[src/design/fixed_point_alu_core_macros.svh]
// ----------------------------------------------------------------------------
// Fixed-point ALU assertion macros
// Shared concurrent assertion forms used by the ALU core.
// ----------------------------------------------------------------------------
`ifndef FIXED_POINT_ALU_CORE_MACROS_SVH
`define FIXED_POINT_ALU_CORE_MACROS_SVH

// Same-cycle implication, disabled while reset is asserted.
`define FPA_ASSERT_IMP(label, clk, rstn, ante, cons, msg) \
    label: assert property (@(posedge clk) disable iff (!(rstn)) (ante) |-> (cons)) \
        else $error(msg);

// Next-cycle implication, disabled while reset is asserted.
`define FPA_ASSERT_NXT(label, clk, rstn, ante, cons, msg) \
    label: assert property (@(posedge clk) disable iff (!(rstn)) (ante) |=> (cons)) \
        else $error(msg);

`endif

[src/design/fpa_pkg.sv]
// ----------------------------------------------------------------------------
// Fixed-point ALU package
// Widths, opcodes, pipeline geometry and stage types of the Q24.8 ALU.
// ----------------------------------------------------------------------------
`timescale 1ns / 1ps

package fpa_pkg;

    localparam int DATA_WIDTH = 32;
    localparam int FRAC_BITS  = 8;

    // Divider: one quotient bit per step, a fixed number of steps per stage
    localparam int DIV_BITS   = DATA_WIDTH + FRAC_BITS;
    localparam int DIV_STEPS  = 8;
    localparam int DIV_STAGES = (DIV_BITS + DIV_STEPS - 1) / DIV_STEPS;
    localparam int DIV_PAD    = DIV_STAGES * DIV_STEPS;

    // Front stage, divider stages, rounding stage, output stage
    localparam int PIPE_DEPTH = DIV_STAGES + 3;
    localparam int LAST_STAGE = PIPE_DEPTH - 1;
    localparam int MUL_STAGE  = 2;

    localparam logic [DATA_WIDTH-1:0] FX_ONE = DATA_WIDTH'(1) << FRAC_BITS;

    typedef enum logic [3:0] {
        FUNC_ADD      = 4'd0,
        FUNC_SUB      = 4'd1,
        FUNC_MUL      = 4'd2,
        FUNC_DIV      = 4'd3,
        FUNC_GT       = 4'd4,
        FUNC_LT       = 4'd5,
        FUNC_GE       = 4'd6,
        FUNC_LE       = 4'd7,
        FUNC_EQ       = 4'd8,
        FUNC_NE       = 4'd9,
        FUNC_MIN      = 4'd10,
        FUNC_MAX      = 4'd11,
        FUNC_INC      = 4'd12,
        FUNC_DEC      = 4'd13,
        FUNC_TO_INT   = 4'd14,
        FUNC_FROM_INT = 4'd15
    } func_t;

    // Operand magnitudes and result sign for the multiplier and divider
    typedef struct packed {
        logic [DATA_WIDTH-1:0] mag_a;
        logic [DATA_WIDTH-1:0] mag_b;
        logic                  neg;
    } oper_t;

    // Side-band item carried along the main pipeline
    typedef struct packed {
        func_t                 func;
        logic [DATA_WIDTH-1:0] res;
        logic                  cmp;
        logic                  dz;
    } side_t;

    // Restoring divider state between stages
    typedef struct packed {
        logic [DIV_PAD-1:0]    num;
        logic [DATA_WIDTH-1:0] rem;
        logic [DATA_WIDTH-1:0] quo;
        logic [DATA_WIDTH-1:0] den;
        logic                  neg;
    } div_state_t;

endpackage

[src/design/fpa_mul.sv]
// ----------------------------------------------------------------------------
// Fixed-point multiplier
// Registered magnitude product, then scale down by the fraction bits and
// restore the sign.
// ----------------------------------------------------------------------------
`timescale 1ns / 1ps

module fpa_mul (
    input  logic                          aclk,
    input  logic                          adv,
    input  fpa_pkg::oper_t                oper,
    output logic [fpa_pkg::DATA_WIDTH-1:0] product
);
    import fpa_pkg::*;

    logic [2*DATA_WIDTH-1:0] prod_reg;
    logic                    neg_reg;
    logic [DATA_WIDTH-1:0]   scaled;

    always_ff @(posedge aclk) begin
        if (adv) begin
            prod_reg <= (2*DATA_WIDTH)'(oper.mag_a) * (2*DATA_WIDTH)'(oper.mag_b);
            neg_reg  <= oper.neg;
        end
    end

    // Truncate toward zero on the magnitude, then wrap
    assign scaled  = prod_reg[FRAC_BITS +: DATA_WIDTH];
    assign product = neg_reg ? (~scaled + DATA_WIDTH'(1)) : scaled;

endmodule

[config.mk]
export PLATFORM = sky130hd
export DESIGN_NAME = fpa_mul
export DESIGN_NICKNAME = d
export VERILOG_FILES = /design/src/design/fixed_point_alu_core_macros.svh /design/src/design/fpa_pkg.sv /design/src/design/fpa_mul.sv
export SDC_FILE = /design/constraint.sdc
export NUM_CORES = 2
export LEC_CHECK = 0
export BUFFER_PORTS_ARGS = -buffer_cell sky130_fd_sc_hd__buf_2
export CORE_ASPECT_RATIO = 1.75
export CORE_MARGIN = 2
export CORE_UTILIZATION = 36
export CTS_CLUSTER_DIAMETER = 40
export DETAILED_ROUTE_END_ITERATION = 8
export GPL_TIMING_DRIVEN = 0
export SYNTH_ARGS = -nofsm -noshare
export SYNTH_HDL_FRONTEND = slang
export SYNTH_SLANG_ARGS = --single-unit
[constraint.sdc]
create_clock -name aclk -period 10.1 [get_ports aclk]
set_clock_uncertainty 0.1 [all_clocks]
set_input_delay 1.01 -clock aclk [delete_from_list [all_inputs] [get_ports aclk]]
set_output_delay 1.01 -clock aclk [all_outputs]
set_load 0.02 [all_outputs]
==> results by group <==
Critical path
  – Critical path depth: 24
  – Kind of critical path: input pin to flop
  – CP Launch Type: input pin
  – Cell mode on critical path: fa_1
  – Worst-path cell chain: buf_2 -> clkbuf_1 -> clkbuf_1 -> nand2_1 -> fa_1 -> inv_1 -> fa_1 -> fa_1 -> inv_1 -> fa_1 -> inv_1 -> ha_1 -> ha_1 -> fa_1 -> fa_1 -> ha_1 -> a21o_1 -> a21o_1 -> a41o_1 -> a31oi_1 -> o21ai_0 -> a221o_1 -> a311oi_1 -> xnor2_1
  – CP Buf/Inv Count: 6
  – CP required: 10020 ps
  – Worst Path Max Fanout: 10
  – Slowest cell delay on critical path: between 800 and 900 ps
  – Crit path capture type: flop
  – Crit path DAT: 9380 ps
  – Crit-path slowest cell: clkbuf_1
  – Crit path max-delay family: adder cells

Clock tree
  – TritonCTS clock tree: yes
  – CTS root buf: clkbuf_16
  – CTS Buf Count: 5
  – Clock Sinks: 33
  – Post-cts resize count: 0
  – Clock transition at the registers of the reported paths: about 50 ps
  – Clock buffer depth: 2
  – H-tree levels: 2
  – Hold-fix buffers at CTS: 0
  – Postcts setup bufs: 0

Drt
  – Final wirelength: roughly 89000 µm
  – First-pass DRT Iterations: 5
  – DRC Markers: 0
  – Via count: between 15k and 20k
  – DRT antenna net count: 0
  – Wirelength per Cell: 24.9 µm
  – DR vias/cell: about 5
  – Iter 0 DRT Violations: between 1k and 1.5k

Layout
  – Design area: between 0.02 and 0.03 mm²
  – Layout Cells excl Fill: between 3k and 4k
  – Layout fillers: 6770
  – Share of layout cells above drive strength 1: under 10%
  – Area growth syn-to-layout: 7.15%
  – Finished Core Util: 38.9%
  – Max FFs per register: 32
  – Final nets: about 3.5k

Placement
  – Port bufs: 91
  – Hpwl dp: a little under 80000 µm
  – Routability cong.: roughly 1.1
  – Placed inst area: around 0.026 mm²
  – Dpl cells: around 3.6k

STA
  – Worst slew pin tran: between 1000 and 1500 ps
  – Fin crit share: approximately 94%
  – Fmax: about 0.11 GHz
  – Post-layout min period: around 9500 ps
  – Slew Limit Fails: 0
  – Worst relative slew slack: approximately 7.9%
  – Final setup violation count: 0
  – Fin Setup TNS: 0 ps
  – RSZ-0062 raised after global routing: false
  – Fin. Hold Viols: 0

GRT
  – Maximum number of pins on one net before global-route repair: 34
  – Vias in the first global route: approximately 20k
  – Grt total ovfl: 0
  – Total track usage: between 20% and 30%
  – First-pass GRT wire length: between 100000 and 150000 µm
  – Initial antenna violation count: 4

Yosys
  – Compound-Gate Fraction of Synth Area: approximately 3.1%
  – Yosys top cell area share: around half
  – Largest family of logic cells by synthesized area: adder cells
  – Post-Synth XOR/XNOR Area: roughly 3.9%
  – Mux cell area share after synthesis: 0%
  – Mean Syn Cell Area: between 9 and 10 µm²
  – Dominant cells by area after synthesis: fa_1 52%, and2_1 11%, inv_1 9.4%, ha_1 7.4%, nand2_1 5.6%
  – Cells after Synth: approximately 2.6k
  – Post-synth cell types: 47
  – Register area share after synthesis: 4.13%
  – Synth Warn #: 0
  – Simple-gate portion of the synthesized area: 17.9%
  – Post-Synth Adder-Cell Area: approximately three fifths
  – Synth Cell Area: around 0.024 mm²
  – Syn nets: 3419
  – Synthesized flop and latch total: 33
  – Top cell type by total area after synthesis: fa_1

Floorplanning
  – # IOs: slightly below 100
  – Standard-cell row count: 125
  – DIE AREA: about 0.069 mm²
  – Die Wd: 199 µm
  – Die height: between 300 and 400 µm
  – Initial Util: 36.3%
  – Core area: approximately 0.066 mm²

Hold path
  – Hold Path Stages: 1
  – Worst hold path class: input pin to flop

Outcome
  – Status: completed

Job
  – Max-cap violation count: 0
[final timing paths]
check | to | from | slack (ps)
max | prod_reg[37] | oper[12] | 640
min | neg_reg | oper[0] | 800
[placed cells by master, fill, tap and decap left out, types with 3 or more instances in the layout]
cell         n
a211oi_1     3
a21boi_0     3
clkbuf_1   138
clkbuf_16    5
buf_2       91
o21a_1       3
nand2_1    360
a21oi_1     23
a31oi_1      8
edfxtp_1    33
a21o_1      16
inv_1      601
and3_1       9
xor2_1      17
nand3_1      5
or4_1        3
o21ai_0     25
diode_2      4
ha_1       142
nand4_1      7
and2_1     406
or3_4        5
nand2b_1     6
nor2b_1      5
o31ai_1      8
or3_1        4
nor2_1      13
fa_1       623
a311oi_1     3
o41ai_1      4
xnor2_1     91
[metrics by stage]
| step | worst slack [ps] | hold slack [ps] |
|---|---|---|
| 3_5_place_dp | 401 | 1100 |
| 5_1_grt | 393 | 794 |
| 3_3_place_gp | 419 | 1090 |
| 2_1_floorplan | 2180 | 1010 |
| 4_1_cts | 705 | 786 |
| 6_report | 638 | 805 |
[final cells by class]
| class | count | area [µm²] | area share (%) |
|---|---|---|---|
| diodes | 4 | 10.0 | 0.0389 |
| plain buffers | 139 | 526 | 2.04 |
| clock buffers | 6 | 129 | 0.501 |
| clock inverters | 2 | 10.0 | 0.0389 |
| inverters | 601 | 2260 | 8.77 |
| multi-input cells | 1814 | 20200 | 78.7 |
| flip-flops and latches | 33 | 991 | 3.85 |
| well taps | 889 | 1110 | 4.32 |
| repair buffers | 91 | 455 | 1.77 |
[cell usage after synthesis, drive strengths merged]
library cell	number
xor2	17
or2	2
o21a	3
and3	9
nand2b	6
o41ai	5
edfxtp	33
and2	406
a221o	2
or4	5
a31o	1
a22o	1
o21ai	25
a21o	16
nor3	2
nand3b	2
a21boi	3
a211o	1
nand3	5
a221oi	1
xnor2	91
inv	601
nand2	360
nor2	13
a311oi	3
clkbuf	137
o21bai	2
nor4	1
a32o	1
or3	9
a211oi	3
ha	142
a31oi	8
buf	2
o31ai	9
nand4	7
o31a	1
a41o	1
fa	623
a21oi	23
nor2b	5
[layer usage]
layer	vias up	share of wire (%)	GRT usage (%)
li1	7643	-	-
met2	746	52	47.9
met1	9358	31	27.1
met5	-	0	0
met4	0	11	24.4
met3	316	5.2	2.56
[cell families (layout without fill, tap and decap cells)]
group,count (synthesis),count (layout)
AND/OR/NAND/NOR,832,832
adder cells (fa/ha/maj),765,765
buffers and inverters,740,839
AO/OA/AOI/OAI,109,109
XOR/XNOR,108,108
flip-flops,33,33
other,0,4
Power is left out: the tool's default activity adds up to more than one toggle a clock period on the data nets, which glitch-free logic cannot reach.
