### config.mk
export PLATFORM = sky130hd
export DESIGN_NAME = fpa_div
export DESIGN_NICKNAME = d
export VERILOG_FILES = /design/src/design/fixed_point_alu_core_macros.svh /design/src/design/fpa_pkg.sv /design/src/design/fpa_div.sv
export SDC_FILE = /design/constraint.sdc
export NUM_CORES = 2
export LEC_CHECK = 0
export BUFFER_PORTS_ARGS = -buffer_cell sky130_fd_sc_hd__buf_2
export CAP_MARGIN = 10
export CORE_ASPECT_RATIO = 0.6
export CORE_MARGIN = 2
export CORE_UTILIZATION = 39
export DETAILED_ROUTE_END_ITERATION = 7
export PLACE_DENSITY_LB_ADDON = 0.1
export SLEW_MARGIN = 40
export SYNTH_ARGS = -nofsm -noshare
export SYNTH_HDL_FRONTEND = slang
export SYNTH_SLANG_ARGS = --single-unit
### constraint.sdc
create_clock -name aclk -period 70.5 [get_ports aclk]
set_input_delay 7.05 -clock aclk [delete_from_list [all_inputs] [get_ports aclk]]
set_output_delay 7.05 -clock aclk [all_outputs]
set_load 0.02 [all_outputs]
### src/design/fixed_point_alu_core_macros.svh
// ----------------------------------------------------------------------------
// Fixed-point ALU assertion macros
// Shared concurrent assertion forms used by the ALU core.
// ----------------------------------------------------------------------------
`ifndef FIXED_POINT_ALU_CORE_MACROS_SVH
`define FIXED_POINT_ALU_CORE_MACROS_SVH

// Same-cycle implication, disabled while reset is asserted.
`define FPA_ASSERT_IMP(label, clk, rstn, ante, cons, msg) \
    label: assert property (@(posedge clk) disable iff (!(rstn)) (ante) |-> (cons)) \
        else $error(msg);

// Next-cycle implication, disabled while reset is asserted.
`define FPA_ASSERT_NXT(label, clk, rstn, ante, cons, msg) \
    label: assert property (@(posedge clk) disable iff (!(rstn)) (ante) |=> (cons)) \
        else $error(msg);

`endif

### src/design/fpa_pkg.sv
// ----------------------------------------------------------------------------
// Fixed-point ALU package
// Widths, opcodes, pipeline geometry and stage types of the Q24.8 ALU.
// ----------------------------------------------------------------------------
`timescale 1ns / 1ps

package fpa_pkg;

    localparam int DATA_WIDTH = 32;
    localparam int FRAC_BITS  = 8;

    // Divider: one quotient bit per step, a fixed number of steps per stage
    localparam int DIV_BITS   = DATA_WIDTH + FRAC_BITS;
    localparam int DIV_STEPS  = 8;
    localparam int DIV_STAGES = (DIV_BITS + DIV_STEPS - 1) / DIV_STEPS;
    localparam int DIV_PAD    = DIV_STAGES * DIV_STEPS;

    // Front stage, divider stages, rounding stage, output stage
    localparam int PIPE_DEPTH = DIV_STAGES + 3;
    localparam int LAST_STAGE = PIPE_DEPTH - 1;
    localparam int MUL_STAGE  = 2;

    localparam logic [DATA_WIDTH-1:0] FX_ONE = DATA_WIDTH'(1) << FRAC_BITS;

    typedef enum logic [3:0] {
        FUNC_ADD      = 4'd0,
        FUNC_SUB      = 4'd1,
        FUNC_MUL      = 4'd2,
        FUNC_DIV      = 4'd3,
        FUNC_GT       = 4'd4,
        FUNC_LT       = 4'd5,
        FUNC_GE       = 4'd6,
        FUNC_LE       = 4'd7,
        FUNC_EQ       = 4'd8,
        FUNC_NE       = 4'd9,
        FUNC_MIN      = 4'd10,
        FUNC_MAX      = 4'd11,
        FUNC_INC      = 4'd12,
        FUNC_DEC      = 4'd13,
        FUNC_TO_INT   = 4'd14,
        FUNC_FROM_INT = 4'd15
    } func_t;

    // Operand magnitudes and result sign for the multiplier and divider
    typedef struct packed {
        logic [DATA_WIDTH-1:0] mag_a;
        logic [DATA_WIDTH-1:0] mag_b;
        logic                  neg;
    } oper_t;

    // Side-band item carried along the main pipeline
    typedef struct packed {
        func_t                 func;
        logic [DATA_WIDTH-1:0] res;
        logic                  cmp;
        logic                  dz;
    } side_t;

    // Restoring divider state between stages
    typedef struct packed {
        logic [DIV_PAD-1:0]    num;
        logic [DATA_WIDTH-1:0] rem;
        logic [DATA_WIDTH-1:0] quo;
        logic [DATA_WIDTH-1:0] den;
        logic                  neg;
    } div_state_t;

endpackage

### src/design/fpa_div.sv
// ----------------------------------------------------------------------------
// Fixed-point divider
// Pipelined restoring division of |a| * 2^FRAC_BITS by |b|, a fixed number
// of quotient bits per stage, then round half away from zero and sign.
// ----------------------------------------------------------------------------
`timescale 1ns / 1ps

module fpa_div (
    input  logic                          aclk,
    input  logic                          adv,
    input  fpa_pkg::oper_t                oper,
    output logic [fpa_pkg::DATA_WIDTH-1:0] quotient
);
    import fpa_pkg::*;

    div_state_t            stg_init;
    div_state_t            stg_next [DIV_STAGES];
    div_state_t            stg_reg  [DIV_STAGES];
    logic [DATA_WIDTH-1:0] rnd_q_reg;
    logic                  rnd_bit_reg;
    logic                  rnd_neg_reg;
    logic                  rnd_bit_next;

    always_comb begin
        stg_init.num = DIV_PAD'({oper.mag_a, {FRAC_BITS{1'b0}}});
        stg_init.rem = '0;
        stg_init.quo = '0;
        stg_init.den = oper.mag_b;
        stg_init.neg = oper.neg;
    end

    // Each stage shifts in the next dividend bits; only the low quotient bits are kept
    always_comb begin
        div_state_t          cur;
        logic [DATA_WIDTH:0] trial;
        for (int k = 0; k < DIV_STAGES; k++) begin
            if (k == 0) begin
                cur = stg_init;
            end else begin
                cur = stg_reg[k-1];
            end
            for (int j = 0; j < DIV_STEPS; j++) begin
                trial   = {cur.rem, cur.num[DIV_PAD-1]};
                cur.num = {cur.num[DIV_PAD-2:0], 1'b0};
                if (trial >= {1'b0, cur.den}) begin
                    cur.rem = DATA_WIDTH'(trial - {1'b0, cur.den});
                    cur.quo = {cur.quo[DATA_WIDTH-2:0], 1'b1};
                end else begin
                    cur.rem = trial[DATA_WIDTH-1:0];
                    cur.quo = {cur.quo[DATA_WIDTH-2:0], 1'b0};
                end
            end
            stg_next[k] = cur;
        end
    end

    assign rnd_bit_next = {stg_reg[DIV_STAGES-1].rem, 1'b0} >= {1'b0, stg_reg[DIV_STAGES-1].den};

    always_ff @(posedge aclk) begin
        if (adv) begin
            for (int k = 0; k < DIV_STAGES; k++) begin
                stg_reg[k] <= stg_next[k];
            end
            rnd_q_reg   <= stg_reg[DIV_STAGES-1].quo;
            rnd_bit_reg <= rnd_bit_next;
            rnd_neg_reg <= stg_reg[DIV_STAGES-1].neg;
        end
    end

    // -(q + r) = ~q + 1 - r, so one adder serves both signs
    assign quotient = rnd_neg_reg ? (~rnd_q_reg + DATA_WIDTH'(!rnd_bit_reg))
                                  : (rnd_q_reg + DATA_WIDTH'(rnd_bit_reg));

endmodule
==> Flow_metrics.wiki <==
{| class="wikitable"
! Metric !! Value
|-
| Run status || finished clean
|-
| Headroom to the max-slew limit || 36.48%
|-
| Maximum level of the CTS H-tree || 2
|-
| Largest net degree at the start of global routing || 100
|-
| Overall routed net length || 354,400 um
|-
| Grt met3 use || ~4.7%
|-
| Highest-count cells in the layout ignoring fill and taps || 1,278 x sky130_fd_sc_hd__ha_1, 1,030 x sky130_fd_sc_hd__a21oi_1, 808 x sky130_fd_sc_hd__nor2_1, 767 x sky130_fd_sc_hd__nand2_1, 728 x sky130_fd_sc_hd__o21ai_0
|-
| Worst-path cell with the longest stage delay || sky130_fd_sc_hd__or4_1
|-
| Die width || 626.9 um
|-
| DP Wirelength || 289,000 um
|-
| Violation count after the first detailed-routing iteration || 8,622
|-
| NumNets Final || 12,543
|-
| Average cell area after synthesis || 8.176 um2
|-
| Clock-pin slew of the registers on the worst-case setup and hold paths || 0.06 ns
|-
| Class of the most critical setup path || in2reg
|-
| Met2 capacity usage during global routing || about 39%
|-
| Warnings, synthesis || 0
|-
| Routed length per placed instance || 24.70 um
|-
| Post-synth top flop || sky130_fd_sc_hd__edfxtp_1
|-
| Pre-antenna DRT Iters || 7
|-
| Worst R2R Setup Slack || 33.92 ns
|-
| Vias || between 80,000 and 90,000
|-
| CP delay by family, top || compound AO/OA/AOI/OAI gates
|-
| CP bufs+invs || 8
|-
| Crit path capture type || flop
|-
| Buffer cell driving the clock tree root || sky130_fd_sc_hd__clkbuf_16
|-
| Maximum single-stage delay on the critical path || 0.70 ns
|-
| Count of unique library cells instantiated by Yosys || 119
|-
| Largest register FFs || about 450
|-
| Setup violators final || 0
|-
| Share of Yosys cell area claimed by the top area cell type || 17.61%
|-
| Final critical-path required period || 38.16 ns
|-
| Starting density of the core || 39.15%
|-
| Setup TNS || 0 ns
|-
| Worst Skew || 0.08495 ns
|-
| Number of buffers inserted for hold repair after clock tree synthesis || 0
|-
| Top Ports || between 90 and 100
|-
| Antenna violations before repair || 19
|-
| Total placed cells including tap cells || 14,236
|-
| Number of buffers added by the clock tree synthesis step || 53
|-
| Fraction of the mapped netlist area in compound gates || 25.53%
|-
| Chip height || 377.7 um
|-
| Met1 demand-to-capacity share in global routing || 46.08%
|-
| Portion of netlist area occupied by mux cells || about a tenth
|-
| Final std cells w/o fill || 14,348
|-
| Critical path fanouts, max || 47
|-
| Yosys top cell by area || sky130_fd_sc_hd__ha_1
|-
| Area of the core || 231,900 um2
|-
| Cell area after technology mapping || 90,800 um2
|-
| Vias in the first global route || a little under 80,000
|-
| Remaining global-route overflow || 0
|-
| CP Data Arrival Time || 38.55 ns
|-
| Required time at the endpoint of the critical path || 70.90 ns
|-
| Max capacitance violation total || 0
|-
| Count of buffers from port buffering || 98
|-
| Num rows || roughly 140
|-
| Total global routing track utilization || 28.82%
|-
| TritonCTS clock tree || done
|-
| Antenna Nets Post-Route || 0
|-
| Critical Path Source Type || input pin
|-
| Kind of path behind the tightest hold check || reg2reg
|-
| Achievable clock frequency || between 20 and 30 MHz
|-
| Clock latency reported for the late side of the worst-skew pair || 0.73 ns
|-
| Final period utilization || 54.12%
|-
| Synthesis-stage register bit count || around 490
|-
| Sequential-to-total area share from yosys stat || 16.11%
|-
| Die footprint || 236,800 um2
|-
| RSZ-0062 raised after global routing || no
|-
| Final GP Congestion || 0.9417
|-
| Routing layer with the top usage in global route || met1
|-
| Simple-gate share of the synthesized area || around 16%
|-
| Post-Synth XOR/XNOR Area || under 10%
|-
| Area growth from synthesis to layout || 7.021%
|-
| Most common cell after layout, fill and taps aside || sky130_fd_sc_hd__ha_1
|-
| Ratio of routed vias to standard cells || a little over 6
|-
| Transition time at the pin with the least slew margin || 0.9455 ns
|-
| Total DRC errors in the routed layout || 0
|-
| Number of flops mapped to enable cells by yosys || 487
|-
| Cell type with the highest occurrence count on the critical path || sky130_fd_sc_hd__o21ai_0
|-
| Wire length of the first global-routing pass || 519,700 um
|-
| Post-Synth Adder-Cell Area || 18.32%
|-
| Number of sinks driven by the clock tree || between 400 and 500
|-
| Mapped Nets || 12,482
|-
| Main combinational cell family by area after synthesis || compound AO/OA/AOI/OAI gates
|-
| Syn Inst Count || 11,105
|-
| Share of cells above drive strength 1 || 10.79%
|-
| Cell types occupying the most area after synthesis || sky130_fd_sc_hd__ha_1 18%, sky130_fd_sc_hd__edfxtp_1 16%, sky130_fd_sc_hd__mux2_2 7.6%
|-
| Post-cts sizing count || 0
|-
| Number of buffers on the longest clock path || 3
|-
| Number of failing hold endpoints at the final stage || 0
|-
| Total count of max-transition violations in the final report || 0
|-
| Number of buffers inserted to repair setup after CTS || 0
|-
| Async set-or-reset flop fraction in the synthesized netlist || 0%
|}
[metal layers]
metal / vias up / part of all wire (%)
li1: 41613 / -
met1: 42023 / 52
met2: 3217 / 38
met3: 290 / 8.3
met4: 6 / 2.0
met5: - / 0.011
[worst reg2reg max path, delay by kind of cell (launching register included)]
| family | cells | cell delay (ns) |
|---|---|---|
| compound gates | 78 | 22.81 |
| fa+ha+maj | 8 | 2.76 |
| simple gates | 16 | 3.23 |
| buf+inv | 16 | 4.88 |
| flops | 1 | 0.40 |
| mux | 6 | 2.20 |
[worst paths after layout]
check | start | end | depth (start not counted)
setup / recovery | oper[1] | stg_reg[0][70] | 114
hold / removal | stg_reg[0][248] | stg_reg[0][385] | 0
setup reg to reg | stg_reg[0][279] | stg_reg[0][480] | 124
hold reg to reg | stg_reg[0][248] | stg_reg[0][385] | 0
[final cells by class]
cell class	count	area [um2]
fillers	23272	134800
multi-input cells	9694	72620
flip-flops and latches	487	14620
well taps	3127	3913
inverters	697	2633
repair buffers	233	1549
clock buffers	62	1360
clock inverters	37	447.9
diodes	11	27.53
[synthesized netlist by cell type, types with 186 or more instances]
master,count
sky130_fd_sc_hd__o21a_1,186
sky130_fd_sc_hd__a21oi_1,1030
sky130_fd_sc_hd__xor2_1,341
sky130_fd_sc_hd__nor2_1,809
sky130_fd_sc_hd__nand4_1,189
sky130_fd_sc_hd__nor3_1,216
sky130_fd_sc_hd__o21ai_0,733
sky130_fd_sc_hd__nand3_1,220
sky130_fd_sc_hd__a21o_1,545
sky130_fd_sc_hd__inv_1,677
sky130_fd_sc_hd__nand2_1,769
sky130_fd_sc_hd__xnor2_1,690
sky130_fd_sc_hd__ha_1,1278
sky130_fd_sc_hd__edfxtp_1,487
sky130_fd_sc_hd__nand2b_1,186
sky130_fd_sc_hd__mux2_2,616
[logic make-up after synthesis]
logic type	Yosys count
AO/OA/AOI/OAI	3538
AND/OR/NAND/NOR	3048
adder cells (fa/ha/maj)	1310
XOR/XNOR	1031
buffers and inverters	924
multiplexers	767
flip-flops	487
[through the flow]
stage | worst slack (ns) | utilization, % | instance area, um2 | hold WS (ns)
after floorplan | 37.20 | - | 90800 | 0.4003
after global placement | 32.73 | 41.05 | 95220 | 0.4003
after detailed placement | 32.50 | 41.07 | 95260 | 0.4045
after CTS | 33.06 | 41.85 | 97070 | 0.4177
after global routing | 30.44 | 41.89 | 97140 | 0.4232
final | 32.34 | 41.90 | 97170 | 0.4140
Power is not shown: default switching activity piles up to over one toggle a cycle in this logic, so the estimate is an artifact.
